<file path="config.mk">
export PLATFORM = sky130hd
export DESIGN_NAME = config_rom_directory_entry_parser_unit
export DESIGN_NICKNAME = d
export VERILOG_FILES = /design/src/design/crdep_pkg.sv /design/src/design/config_rom_directory_entry_parser_unit.sv
export SDC_FILE = /design/constraint.sdc
export NUM_CORES = 1
export LEC_CHECK = 0
export BUFFER_PORTS_ARGS = -buffer_cell sky130_fd_sc_hd__buf_2
export CAP_MARGIN = 20
export CORE_MARGIN = 5
export CORE_UTILIZATION = 45
export CTS_BUF_LIST = sky130_fd_sc_hd__clkbuf_2
export DETAILED_ROUTE_END_ITERATION = 10
export HOLD_SLACK_MARGIN = 0.12
export MAX_ROUTING_LAYER = met4
export PLACE_DENSITY = 0.64
export SLEW_MARGIN = 20
export SYNTH_ARGS = -nofsm -noshare
export SYNTH_HDL_FRONTEND = slang
export SYNTH_SLANG_ARGS = --single-unit
export TNS_END_PERCENT = 20
</file>
<file path="constraint.sdc">
create_clock -name clk_i -period 10.2 [get_ports clk_i]
set_input_delay 1.02 -clock clk_i [delete_from_list [all_inputs] [get_ports clk_i]]
set_output_delay 1.02 -clock clk_i [all_outputs]
set_load 0.02 [all_outputs]
</file>
<file path="src/design/crdep_pkg.sv">
// ----------------------------------------------------------------------------
// crdep_pkg: shared definitions for the config ROM directory entry parser
// Holds the key type codes, recognized key ids, the result kind encoding and
// the field widths that the parser and its checker use.
// ----------------------------------------------------------------------------
package crdep_pkg;

  localparam int unsigned QuadletW = 32;
  localparam int unsigned ValueW   = 24;
  localparam int unsigned AvailW   = 9;
  localparam int unsigned LimitW   = 8;
  localparam int unsigned IndexW   = 9;

  localparam logic [AvailW-1:0] AvailSat = 9'd256;
  localparam logic [IndexW-1:0] IndexMax = 9'd511;

  // Key type codes (upper two bits of an entry quadlet).
  localparam logic [1:0] KT_IMMEDIATE = 2'd0;
  localparam logic [1:0] KT_CSR_OFF   = 2'd1;
  localparam logic [1:0] KT_LEAF      = 2'd2;
  localparam logic [1:0] KT_DIRECTORY = 2'd3;

  // Recognized key ids.
  localparam logic [5:0] KID_TEXT_DESC = 6'h01;
  localparam logic [5:0] KID_VENDOR    = 6'h03;
  localparam logic [5:0] KID_MODEL     = 6'h17;
  localparam logic [5:0] KID_UNIT_SPEC = 6'h12;
  localparam logic [5:0] KID_UNIT_SW   = 6'h13;
  localparam logic [5:0] KID_LUN       = 6'h14;
  localparam logic [5:0] KID_NODE_CAPS = 6'h0C;
  localparam logic [5:0] KID_UNIT_DIR  = 6'h11;

  typedef enum logic [2:0] {
    KIND_TEXT_DESC = 3'd0,
    KIND_VENDOR    = 3'd1,
    KIND_MODEL     = 3'd2,
    KIND_UNIT_SPEC = 3'd3,
    KIND_UNIT_SW   = 3'd4,
    KIND_LUN       = 3'd5,
    KIND_NODE_CAPS = 3'd6,
    KIND_UNIT_DIR  = 3'd7
  } entry_kind_e;

endpackage

</file>
<file path="src/design/config_rom_directory_entry_parser_unit.sv">
// ----------------------------------------------------------------------------
// config_rom_directory_entry_parser_unit: directory entry parser
// Walks the quadlets of a configuration ROM directory, bounds the scan by the
// header length, the available quadlets and a programmable cap, and reports
// the recognized entries with their directory-relative target offsets.
// ----------------------------------------------------------------------------
//
//  Channel | Signals                                   | Direction
//  --------+-------------------------------------------+-------------------
//  cfg     | cfg_valid_i, cfg_ready_o, cfg_data_i      | register write in
//  in      | in_valid_i, in_stall_o, is_header_i,      | quadlet word in
//          | quadlet_i, available_quadlets_i           |
//  out     | out_valid_o, out_stall_i, entry_kind_o,   | entry word out
//          | key_type_o, entry_value_o, target_offset_o|
//
// One word is accepted per cycle when nothing stalls. A recognized entry
// passes through the entry register and then the result register, which
// drives the output until the word is taken. Headers and entries that are
// outside the scan window or not recognized leave the pipe without a result.
// Reset clears the scan window, the entry counter and all valid flags and
// sets the scan cap to 255. A stalled output holds its word; the entry
// register keeps draining into an empty result register, so the input stalls
// only when both registers are full and the output is stalled.
module config_rom_directory_entry_parser_unit
  import crdep_pkg::*;
(
  input  logic                clk_i,
  input  logic                rst_ni,

  input  logic                cfg_valid_i,
  output logic                cfg_ready_o,
  input  logic [LimitW-1:0]   cfg_data_i,

  input  logic                in_valid_i,
  output logic                in_stall_o,
  input  logic                is_header_i,
  input  logic [QuadletW-1:0] quadlet_i,
  input  logic [AvailW-1:0]   available_quadlets_i,

  output logic                out_valid_o,
  input  logic                out_stall_i,
  output logic [2:0]          entry_kind_o,
  output logic [1:0]          key_type_o,
  output logic [ValueW-1:0]   entry_value_o,
  output logic [ValueW-1:0]   target_offset_o
);

  // --------------------------------------------------------------------------
  // Directory state and the scan cap register.
  // --------------------------------------------------------------------------
  logic [LimitW-1:0] max_scan_q;
  logic [LimitW-1:0] scan_limit_q, scan_limit_d;
  logic [AvailW-1:0] avail_q, avail_d;
  logic [IndexW-1:0] index_q, index_d;

  // Entry register (first stage) and result register (second stage).
  logic                s1_valid_q, s1_valid_d;
  logic [QuadletW-1:0] s1_quadlet_q;
  logic [IndexW-1:0]   s1_index_q;

  logic                out_valid_q, out_valid_d;
  entry_kind_e         kind_q, kind_d;
  logic [1:0]          kt_q;
  logic [ValueW-1:0]   value_q;
  logic [ValueW-1:0]   target_q, target_d;

  logic in_accept;
  logic s2_load;
  logic s1_free;

  // The result register takes a new word when it is empty or being drained.
  assign s2_load   = !out_valid_q || !out_stall_i;
  assign s1_free   = !s1_valid_q || s2_load;
  assign in_stall_o = !s1_free;
  assign in_accept = in_valid_i && s1_free;
  assign cfg_ready_o = 1'b1;

  // --------------------------------------------------------------------------
  // Header handling and entry counting, done as each word is accepted.
  // --------------------------------------------------------------------------
  logic [AvailW-1:0] avail_sat;
  logic [AvailW-1:0] avail_m1;
  logic [15:0]       hdr_len;
  logic [15:0]       lim_a;
  logic [15:0]       lim_b;
  logic [IndexW-1:0] index_inc;
  logic              in_window;

  always_comb begin
    avail_sat = (available_quadlets_i > AvailSat) ? AvailSat : available_quadlets_i;
    avail_m1  = avail_sat - AvailW'(1);
    hdr_len   = quadlet_i[31:16];
    // The available count only lowers the limit when it leaves room for entries.
    if ((avail_sat > AvailW'(1)) && ({7'd0, avail_m1} < hdr_len)) begin
      lim_a = {7'd0, avail_m1};
    end else begin
      lim_a = hdr_len;
    end
    lim_b = (lim_a > {8'd0, max_scan_q}) ? {8'd0, max_scan_q} : lim_a;

    index_inc = (index_q < IndexMax) ? (index_q + IndexW'(1)) : index_q;
    in_window = (index_inc <= {1'b0, scan_limit_q}) && (index_inc < avail_q);

    scan_limit_d = scan_limit_q;
    avail_d      = avail_q;
    index_d      = index_q;
    s1_valid_d   = s1_valid_q && !s2_load;
    if (in_accept) begin
      if (is_header_i) begin
        scan_limit_d = lim_b[LimitW-1:0];
        avail_d      = avail_sat;
        index_d      = '0;
        s1_valid_d   = 1'b0;
      end else begin
        index_d    = index_inc;
        s1_valid_d = in_window;
      end
    end
  end

  // --------------------------------------------------------------------------
  // Entry decode: key type, key id and the signed target offset.
  // --------------------------------------------------------------------------
  logic [1:0]        kt;
  logic [5:0]        kid;
  logic [ValueW-1:0] value;
  logic signed [ValueW:0] rel;
  logic              leaf_or_dir;
  logic              hit;

  always_comb begin
    kt          = s1_quadlet_q[31:30];
    kid         = s1_quadlet_q[29:24];
    value       = s1_quadlet_q[ValueW-1:0];
    leaf_or_dir = (kt == KT_LEAF) || (kt == KT_DIRECTORY);
    // Entry index plus the sign-extended 24-bit value; a negative sum is 0.
    rel = $signed({16'd0, s1_index_q}) + $signed({value[ValueW-1], value});
    if (!leaf_or_dir || rel[ValueW]) begin
      target_d = '0;
    end else begin
      target_d = rel[ValueW-1:0];
    end

    hit    = 1'b0;
    kind_d = KIND_TEXT_DESC;
    case (kid)
      KID_TEXT_DESC: begin
        hit    = leaf_or_dir && (target_d != '0);
        kind_d = KIND_TEXT_DESC;
      end
      KID_VENDOR: begin
        hit    = (kt == KT_IMMEDIATE);
        kind_d = KIND_VENDOR;
      end
      KID_MODEL: begin
        hit    = (kt == KT_IMMEDIATE);
        kind_d = KIND_MODEL;
      end
      KID_UNIT_SPEC: begin
        hit    = (kt == KT_IMMEDIATE);
        kind_d = KIND_UNIT_SPEC;
      end
      KID_UNIT_SW: begin
        hit    = (kt == KT_IMMEDIATE);
        kind_d = KIND_UNIT_SW;
      end
      KID_LUN: begin
        hit    = (kt == KT_IMMEDIATE);
        kind_d = KIND_LUN;
      end
      KID_NODE_CAPS: begin
        hit    = (kt == KT_IMMEDIATE);
        kind_d = KIND_NODE_CAPS;
      end
      KID_UNIT_DIR: begin
        hit    = (kt == KT_DIRECTORY);
        kind_d = KIND_UNIT_DIR;
      end
      default: begin
        hit    = 1'b0;
        kind_d = KIND_TEXT_DESC;
      end
    endcase

    out_valid_d = s2_load ? (s1_valid_q && hit) : out_valid_q;
  end

  // --------------------------------------------------------------------------
  // Registers.
  // --------------------------------------------------------------------------
  always_ff @(posedge clk_i or negedge rst_ni) begin
    if (!rst_ni) begin
      max_scan_q   <= 8'd255;
      scan_limit_q <= '0;
      avail_q      <= '0;
      index_q      <= '0;
      s1_valid_q   <= 1'b0;
      out_valid_q  <= 1'b0;
    end else begin
      if (cfg_valid_i) begin
        max_scan_q <= cfg_data_i;
      end
      scan_limit_q <= scan_limit_d;
      avail_q      <= avail_d;
      index_q      <= index_d;
      s1_valid_q   <= s1_valid_d;
      out_valid_q  <= out_valid_d;
    end
  end

  always_ff @(posedge clk_i) begin
    if (in_accept && !is_header_i) begin
      s1_quadlet_q <= quadlet_i;
      s1_index_q   <= index_inc;
    end
    if (s2_load && s1_valid_q && hit) begin
      kind_q   <= kind_d;
      kt_q     <= kt;
      value_q  <= value;
      target_q <= target_d;
    end
  end

  assign out_valid_o     = out_valid_q;
  assign entry_kind_o    = kind_q;
  assign key_type_o      = kt_q;
  assign entry_value_o   = value_q;
  assign target_offset_o = target_q;

endmodule

</file>
==> metrics.yaml, run 1 <==
crit_fanout: 8
crit_path_start_kind: "input pin"
cpLargestDelayFamily: "simple AND/OR/NAND/NOR gates"
cts-htree-levels: 4
end_kind: "register"
setup_viol: 0
first_pass_iters: 5
drv_slew: 0
clk_latency_ns: 0.67
cts_buffers: 17
critPathBufInv: 1
post_drt_wl_per_cell_microns: 17.2
synth_compound_area_frac: 0.143
cp.required_ns: 10.80
design.die.area_sq_mm: 0.0182
initial_core_util: 0.460
finalNonFillerCells: 962
cts_resized: 0
overflow: 0
coreArea_sq_mm: 0.0153
rsz0062_at_grt: "false"
critPathSlowestCell: "o21ai_2"
clk_pin_slew_ns: 0.19
synth.avg_cell_area_sq_um: 11.2
cts_tree: "done"
cts-root-buf: "clkbuf_2"
antenna_found_initial: 1
ant_nets: 0
grt_usage: 0.192
drv_cap: 0
critical_path.cell_chain: "buf_2 -> nor3_1 -> nor3b_1 -> and3_1 -> o21bai_1 -> ha_1 -> nand4_1 -> nor3b_1 -> a221oi_4 -> o21ai_2 -> mux2_2 -> ha_1 -> and3_1 -> a221oi_1 -> o21ai_0 -> a22o_1 -> mux2_4 -> o21ai_2"
ys_types: 74
yosys_most_used_dff: "edfxtp_1"
post_cts_buffers: 0
die_y_microns: 135
async_flop_share: 0.277
remaining_drc_errors: 0
vdd_drop_max_uv: 67.1
critPathMaxStageDelay_ns: 0.43
yosys.area_share.simple: 0.135
num_rows: 45
finClkSkew_ns: 0.0243
worst_pin_slew_ns: 0.888
synth_area_sq_mm: 0.00701
post-route-util: 0.528
slew_headroom: 0.408
finalCritPeriodShare: 0.503
drt_iter0_markers: 404
synth_fa_ha_area_frac: 0.0828
synthMuxAreaShare: 0.0325
die_w_microns: 135
nNetsFinal: 837
synth_edf_count: 94
io_buffers: 109
fill_cells: 1376
critPathArrivalTime_ns: 5.73
ys_seq_elements: 130
yosys_warnings: 0
min_path_type: "in -> async"
drive_above_1_share: 0.232
dp_hpwl_microns: 12700
via_per_inst: 5.33
crit_type: "in -> reg"
setup-tns-final_ns: 0
grt_first_pass_wirelength_microns: 26500
fmax_mhz: 195
syn-instance-count: 625
ys_seq_area_frac: 0.532
postCtsHoldBufs: 0
synth_fp_nets: 725
power_density_mw_per_mm2: 141
yosys.area_share.xor_xnor: 0.0350
num_vias: 5124
wl_microns: 16500
area_growth_pct: 14.8
synth_top_family_by_area: "compound AO/OA/AOI/OAI gates"
gp_congestion: 0.952
clock-sinks: 130
io_pins: 111
hold_viol_final: 0
grt_start_max_net_pins: 54
grt_pass1_vias: 5188
dp.cells: 929
fin_crit_ns: 5.13
clk_path_buf_depth: 2
status: "complete, no violations"
leakagePower_nw: 3.38
## cells in the final DEF (no fill, tap or decap), types with 5 or more instances in the layout
cell type,instances
dfrtp_1,28
nand2_1,46
a211oi_1,5
nand4_1,11
nor2_1,44
o21a_1,5
dfstp_2,8
clkbuf_2,17
and3_1,5
nand3_1,20
inv_1,50
xor2_1,12
nor2b_1,10
a21oi_1,21
nor3_1,8
buf_2,109
ha_1,44
nor3b_1,7
mux2i_1,10
o21ai_0,45
nand2b_1,12
edfxtp_1,94
a21o_1,17
xnor2_1,16
mux2_2,10
## per-layer routing
layer | vias up | share of wire | track usage
met3 | 33 | 0.052 | 0.0466
met1 | 2395 | 0.44 | 0.237
li1 | 2527 | - | -
met2 | 169 | 0.48 | 0.312
met5 | - | 0 | -
met4 | 0 | 0.022 | 0.0622
## state kept, by name, summed over array words and instances (netlist names)
name,count
key_type_o,2
index_q,9
entry_value_o,24
s1_quadlet_q,32
out_valid_o,1
s1_index_q,9
avail_q,9
target_offset_o,24
s1_valid_q,1
scan_limit_q,8
entry_kind_o,3
max_scan_q,8
## final cells by class
class                           count  area, sq um  share of cell area
Sequential cell                   130         3730               0.463
Multi-Input combinational cell    426         3030               0.376
Inverter                           51          191              0.0238
Timing Repair Buffer              111          561              0.0696
Antenna cell                        1         2.50            0.000311
Clock inverter                     15          190              0.0236
Clock buffer                       17         85.1              0.0106
Tap cell                          211          264              0.0328
## worst register-to-register path, cell delays in order (launching register included)
cell and delay (ns):
edfxtp_1 0.45, ha_1 0.23, fa_1 0.43, a211o_1 0.35
and3b_1 0.25, nor2_1 0.35, a2bb2oi_4 0.54, a41o_1 0.15
o21ai_0 0.11, nor3_1 0.31, nor3b_2 0.08, buf_4 0.33
## cell families after synthesis
| family | after synthesis |
|---|---|
| xor+xnor | 28 |
| mux | 21 |
| compound gates | 143 |
| other cells | 1 |
| buf+inv | 69 |
| simple gates | 187 |
| fa+ha+maj | 46 |
| flops | 130 |
## report_power, final
part           total [mW]  leakage, nW  switching, mW  internal, mW
combinational       0.170         1.90         0.0975        0.0729
sequential          0.614         1.33         0.0202         0.594
clock               0.348        0.153          0.189         0.159
## Yosys cell counts, types with 4 or more instances
master | instances | area [sq um]
mux2_2 | 10 | 113
o21ai_0 | 45 | 225
xnor2_1 | 16 | 140
a22o_1 | 4 | 35.0
nor3b_1 | 8 | 60.1
xor2_1 | 12 | 105
nand2b_1 | 12 | 75.1
and3_1 | 5 | 31.3
mux2i_1 | 10 | 100
a21oi_1 | 21 | 105
o21a_1 | 5 | 37.5
a211o_1 | 4 | 35.0
nand3_1 | 21 | 105
a21o_1 | 17 | 128
clkbuf_1 | 13 | 48.8
o2111ai_1 | 4 | 35.0
nand4_1 | 11 | 68.8
nor2b_1 | 10 | 62.6
nand2_1 | 46 | 173
edfxtp_1 | 94 | 2820
ha_1 | 44 | 551
dfstp_2 | 8 | 210
nor2_1 | 44 | 165
dfrtp_1 | 28 | 701
nor3_1 | 8 | 40.0
inv_1 | 51 | 191
a211oi_1 | 5 | 37.5
## stage by stage
stage | setup WS (ns) | total power [mW] | hold slack (ns) | area [sq um]
finish | 5.07 | 1.13 | 0.433 | 8060
global route | 4.84 | 1.20 | 0.393 | 8060
CTS | 5.22 | 1.15 | 0.382 | 8040
detailed placement | 4.47 | 0.795 | 0.451 | 7760
global placement | 4.65 | 0.788 | 0.444 | 7760
floorplan | 3.40 | 0.739 | 0.421 | 7010
## final timing paths
path | cells past startpoint | start | end | slack (ns)
worst min-delay path | 1 | rst_ni | index_q[6] | 0.43
worst max-delay path | 18 | available_quadlets_i[2] | scan_limit_q[0] | 5.07
min in group clk_i | 0 | s1_quadlet_q[2] | entry_value_o[2] | 0.49
max in group asynchronous | 1 | rst_ni | scan_limit_q[4] | 9.20
worst min register to register | 0 | s1_quadlet_q[2] | entry_value_o[2] | 0.49
worst max register to register | 11 | s1_index_q[0] | entry_value_o[20] | 6.27
Note: power is estimated with default switching activity, not from simulation.
==> run 2: changes to the inputs <==
==> constraint.sdc (replaced) <==
create_clock -name clk_i -period 5.1 [get_ports clk_i]
set_input_delay 0.51 -clock clk_i [delete_from_list [all_inputs] [get_ports clk_i]]
set_output_delay 0.51 -clock clk_i [all_outputs]
set_load 0.02 [all_outputs]
==> run 2 against run 1 <==
Sequential cell count did not move. Die area unchanged. First-iteration DRC count down 9.4%. Setup slack got worse by 4.8 ns. Global-route usage is 0.52 points higher. Count of clock-buffer cells in the layout is the same. Sequential power increased by 100%. Highest routed layer unchanged.
==> metrics.yaml, run 2 (same netlist as run 1, synthesis figures left out) <==
status: "complete, no violations"
initial_core_util: 0.460  # unchanged
end_kind: "register"
largest-register: "s1_quadlet_q"
r2r_cells: 11  # unchanged
clk_path_buf_depth: 2  # unchanged
power_density_mw_per_mm2: 260  # +85%
crit_top_cell: "o21ai_0"
cts-root-buf: "clkbuf_2"
post_cts_buffers: 0  # unchanged
post_drt_wl_per_cell_microns: 16.5  # -3.8%
grt_pass1_vias: 5523  # +6.5%
critPathMaxStageDelay_ns: 0.54  # +0.11 ns
cts_buffers: 17  # unchanged
antenna_found_initial: 0  # -1
first_pass_iters: 7  # +2
final_common_cell: "buf_2"
setup-tns-final_ns: 0  # unchanged
crit_path_start_kind: "input pin"
r2r_slack_ns: 1.09  # -5.18 ns
gp_congestion: 0.912  # -4.2%
cp.required_ns: 5.71  # -5.09 ns
finClkSkew_ns: 0.0390  # +0.0147 ns
regToRegEndpoint: "entry_value_o[13]"
post-place-ws_ns: 0.0211  # -4.45 ns
overflow: 0  # unchanged
cpLargestDelayFamily: "compound AO/OA/AOI/OAI gates"
seqCellArea_sq_mm: 0.00373  # unchanged
hp-start: "available_quadlets_i[6]"
remaining_drc_errors: 0  # unchanged
critPathBufInv: 3  # +2
io_pins: 111  # unchanged
grt_usage: 0.197  # +0.00521
rsz0062_at_grt: "false"
min_path_type: "in -> reg"
cts_resized: 0  # unchanged
largest_register_ffs: 32  # unchanged
critPathArrivalTime_ns: 5.47  # -0.26 ns
num_rows: 45  # unchanged
multi_input_area_sq_mm: 0.00302  # -0.17%
die_w_microns: 135  # unchanged
io_buffers: 109  # unchanged
mostFrequentLayoutCells: "buf_2, edfxtp_1, dlygate4sd3_1, inv_1, nand2_1"
dp.cells: 932  # +0.32%
drive_above_1_share: 0.217  # -0.0151
slew_headroom: 0.417  # +0.00912
cts_tree: "done"
insertedDiodeCount: 0  # -1
drv_cap: 0  # unchanged
nNetsFinal: 903  # +7.9%
grt_start_max_net_pins: 49  # -9.3%
num_vias: 5419  # +5.8%
holdWs_ns: 0.215  # -0.218 ns
crit_type: "in -> reg"
coreArea_sq_mm: 0.0153  # unchanged
finalCritPeriodShare: 0.954
fmax_mhz: 205
r2r-start: "s1_index_q[0]"
crit_fanout: 8  # unchanged
postCtsHoldBufs: 63  # +63
dp_hpwl_microns: 12700  # -0.25%
hold_viol_final: 0  # unchanged
design.die.area_sq_mm: 0.0182  # unchanged
drv_slew: 0  # unchanged
critPathSlowestCell: "dlygate4sd3_1"
hold_path_end: "avail_q[6]"
wl_microns: 17000  # +2.7%
vdd_drop_max_uv: 169  # +150%
area_growth_pct: 23.7
finalNonFillerCells: 1027  # +6.8%
fin_crit_ns: 4.87
leakagePower_nw: 3.63  # +7.4%
whs_path_depth: 3
worst_pin_slew_ns: 0.874  # -0.0137 ns
drt_iter0_markers: 366  # -9.4%
clk_pin_slew_ns: 0.19  # about the same
worst_slack_ns: 0.232  # -4.83 ns
critical_path.cell_chain: "dlygate4sd3_1 -> buf_2 -> nor3_1 -> nor3b_1 -> o21ai_0 -> o21ai_0 -> ha_1 -> a21o_1 -> a21o_1 -> a221oi_4 -> o21ai_2 -> buf_4 -> mux2_2 -> ha_1 -> and3_1 -> a221oi_1 -> o21ai_0 -> a22o_1 -> mux2_4 -> o21ai_2"
die_y_microns: 135  # unchanged
cts-htree-levels: 4  # unchanged
clock-sinks: 130  # unchanged
fill_cells: 1287  # -6.5%
grt_first_pass_wirelength_microns: 27300  # +3.1%
via_per_inst: 5.28  # -0.94%
clk_latency_ns: 0.68  # about the same
ant_nets: 0  # unchanged
setup_viol: 0  # unchanged
post-route-util: 0.569  # +0.0408
## run 2: cell count changes in the layout (fill, tap and decap cells not counted), sizes merged
| cell | before | now |
|---|---|---|
| dlygate4sd3 | 0 | 63 |
| buf | 111 | 114 |
| diode | 1 | 0 |
| bufinv | 4 | 3 |
| clkinvlp | 3 | 5 |
| clkinv | 8 | 7 |
## run 2: how the worst max path moves through the flow
stage                            startpoint         endpoint  slack [ns]  depth (start not counted)
finish              available_quadlets_i[3]  scan_limit_q[0]        0.23                         20
global route        available_quadlets_i[3]  scan_limit_q[0]        0.01                         20
CTS                 available_quadlets_i[3]  scan_limit_q[0]        0.33                         20
detailed placement  available_quadlets_i[8]  scan_limit_q[0]        0.02                         21
global placement    available_quadlets_i[8]  scan_limit_q[0]         0.1                         21
floorplan                   s1_quadlet_q[0]  entry_kind_o[0]        0.17                         11
## run 2: metal layers
metal  up-vias  track usage  part of all wire
met3        32       0.0432             0.050
li1       2660            -                 -
met5         -            -                 0
met2       172        0.337              0.51
met1      2555        0.232              0.42
met4         0       0.0639             0.023
## run 2: cell type report
type	count	area share
multi-input combinational	426	0.348
clock inverter	15	0.0192
sequential	130	0.430
inverter	51	0.0221
timing repair buffer	177	0.140
tap	211	0.0304
clock buffer	17	0.00981
## run 2: metrics by stage
stage | total power [mW] | cell area (sq um)
2_1_floorplan | 1.48 | 7020
3_3_place_gp | 1.58 | 7790
3_5_place_dp | 1.59 | 7790
4_1_cts | 2.28 | 8670
5_1_grt | 2.39 | 8680
6_report | 2.25 | 8680
## run 2: where the power goes
group | total (mW) | leakage (nW) | switching [mW] | internal (mW)
Combinational | 0.378 | 2.17 | 0.198 | 0.180
Sequential | 1.23 | 1.33 | 0.0400 | 1.19
Clock | 0.648 | 0.135 | 0.380 | 0.267
## run 2: tightest hold or removal path, cell delays in order
cell and delay (ns):
buf_2 0.12, nand2b_1 0.11, o21ai_0 0.11
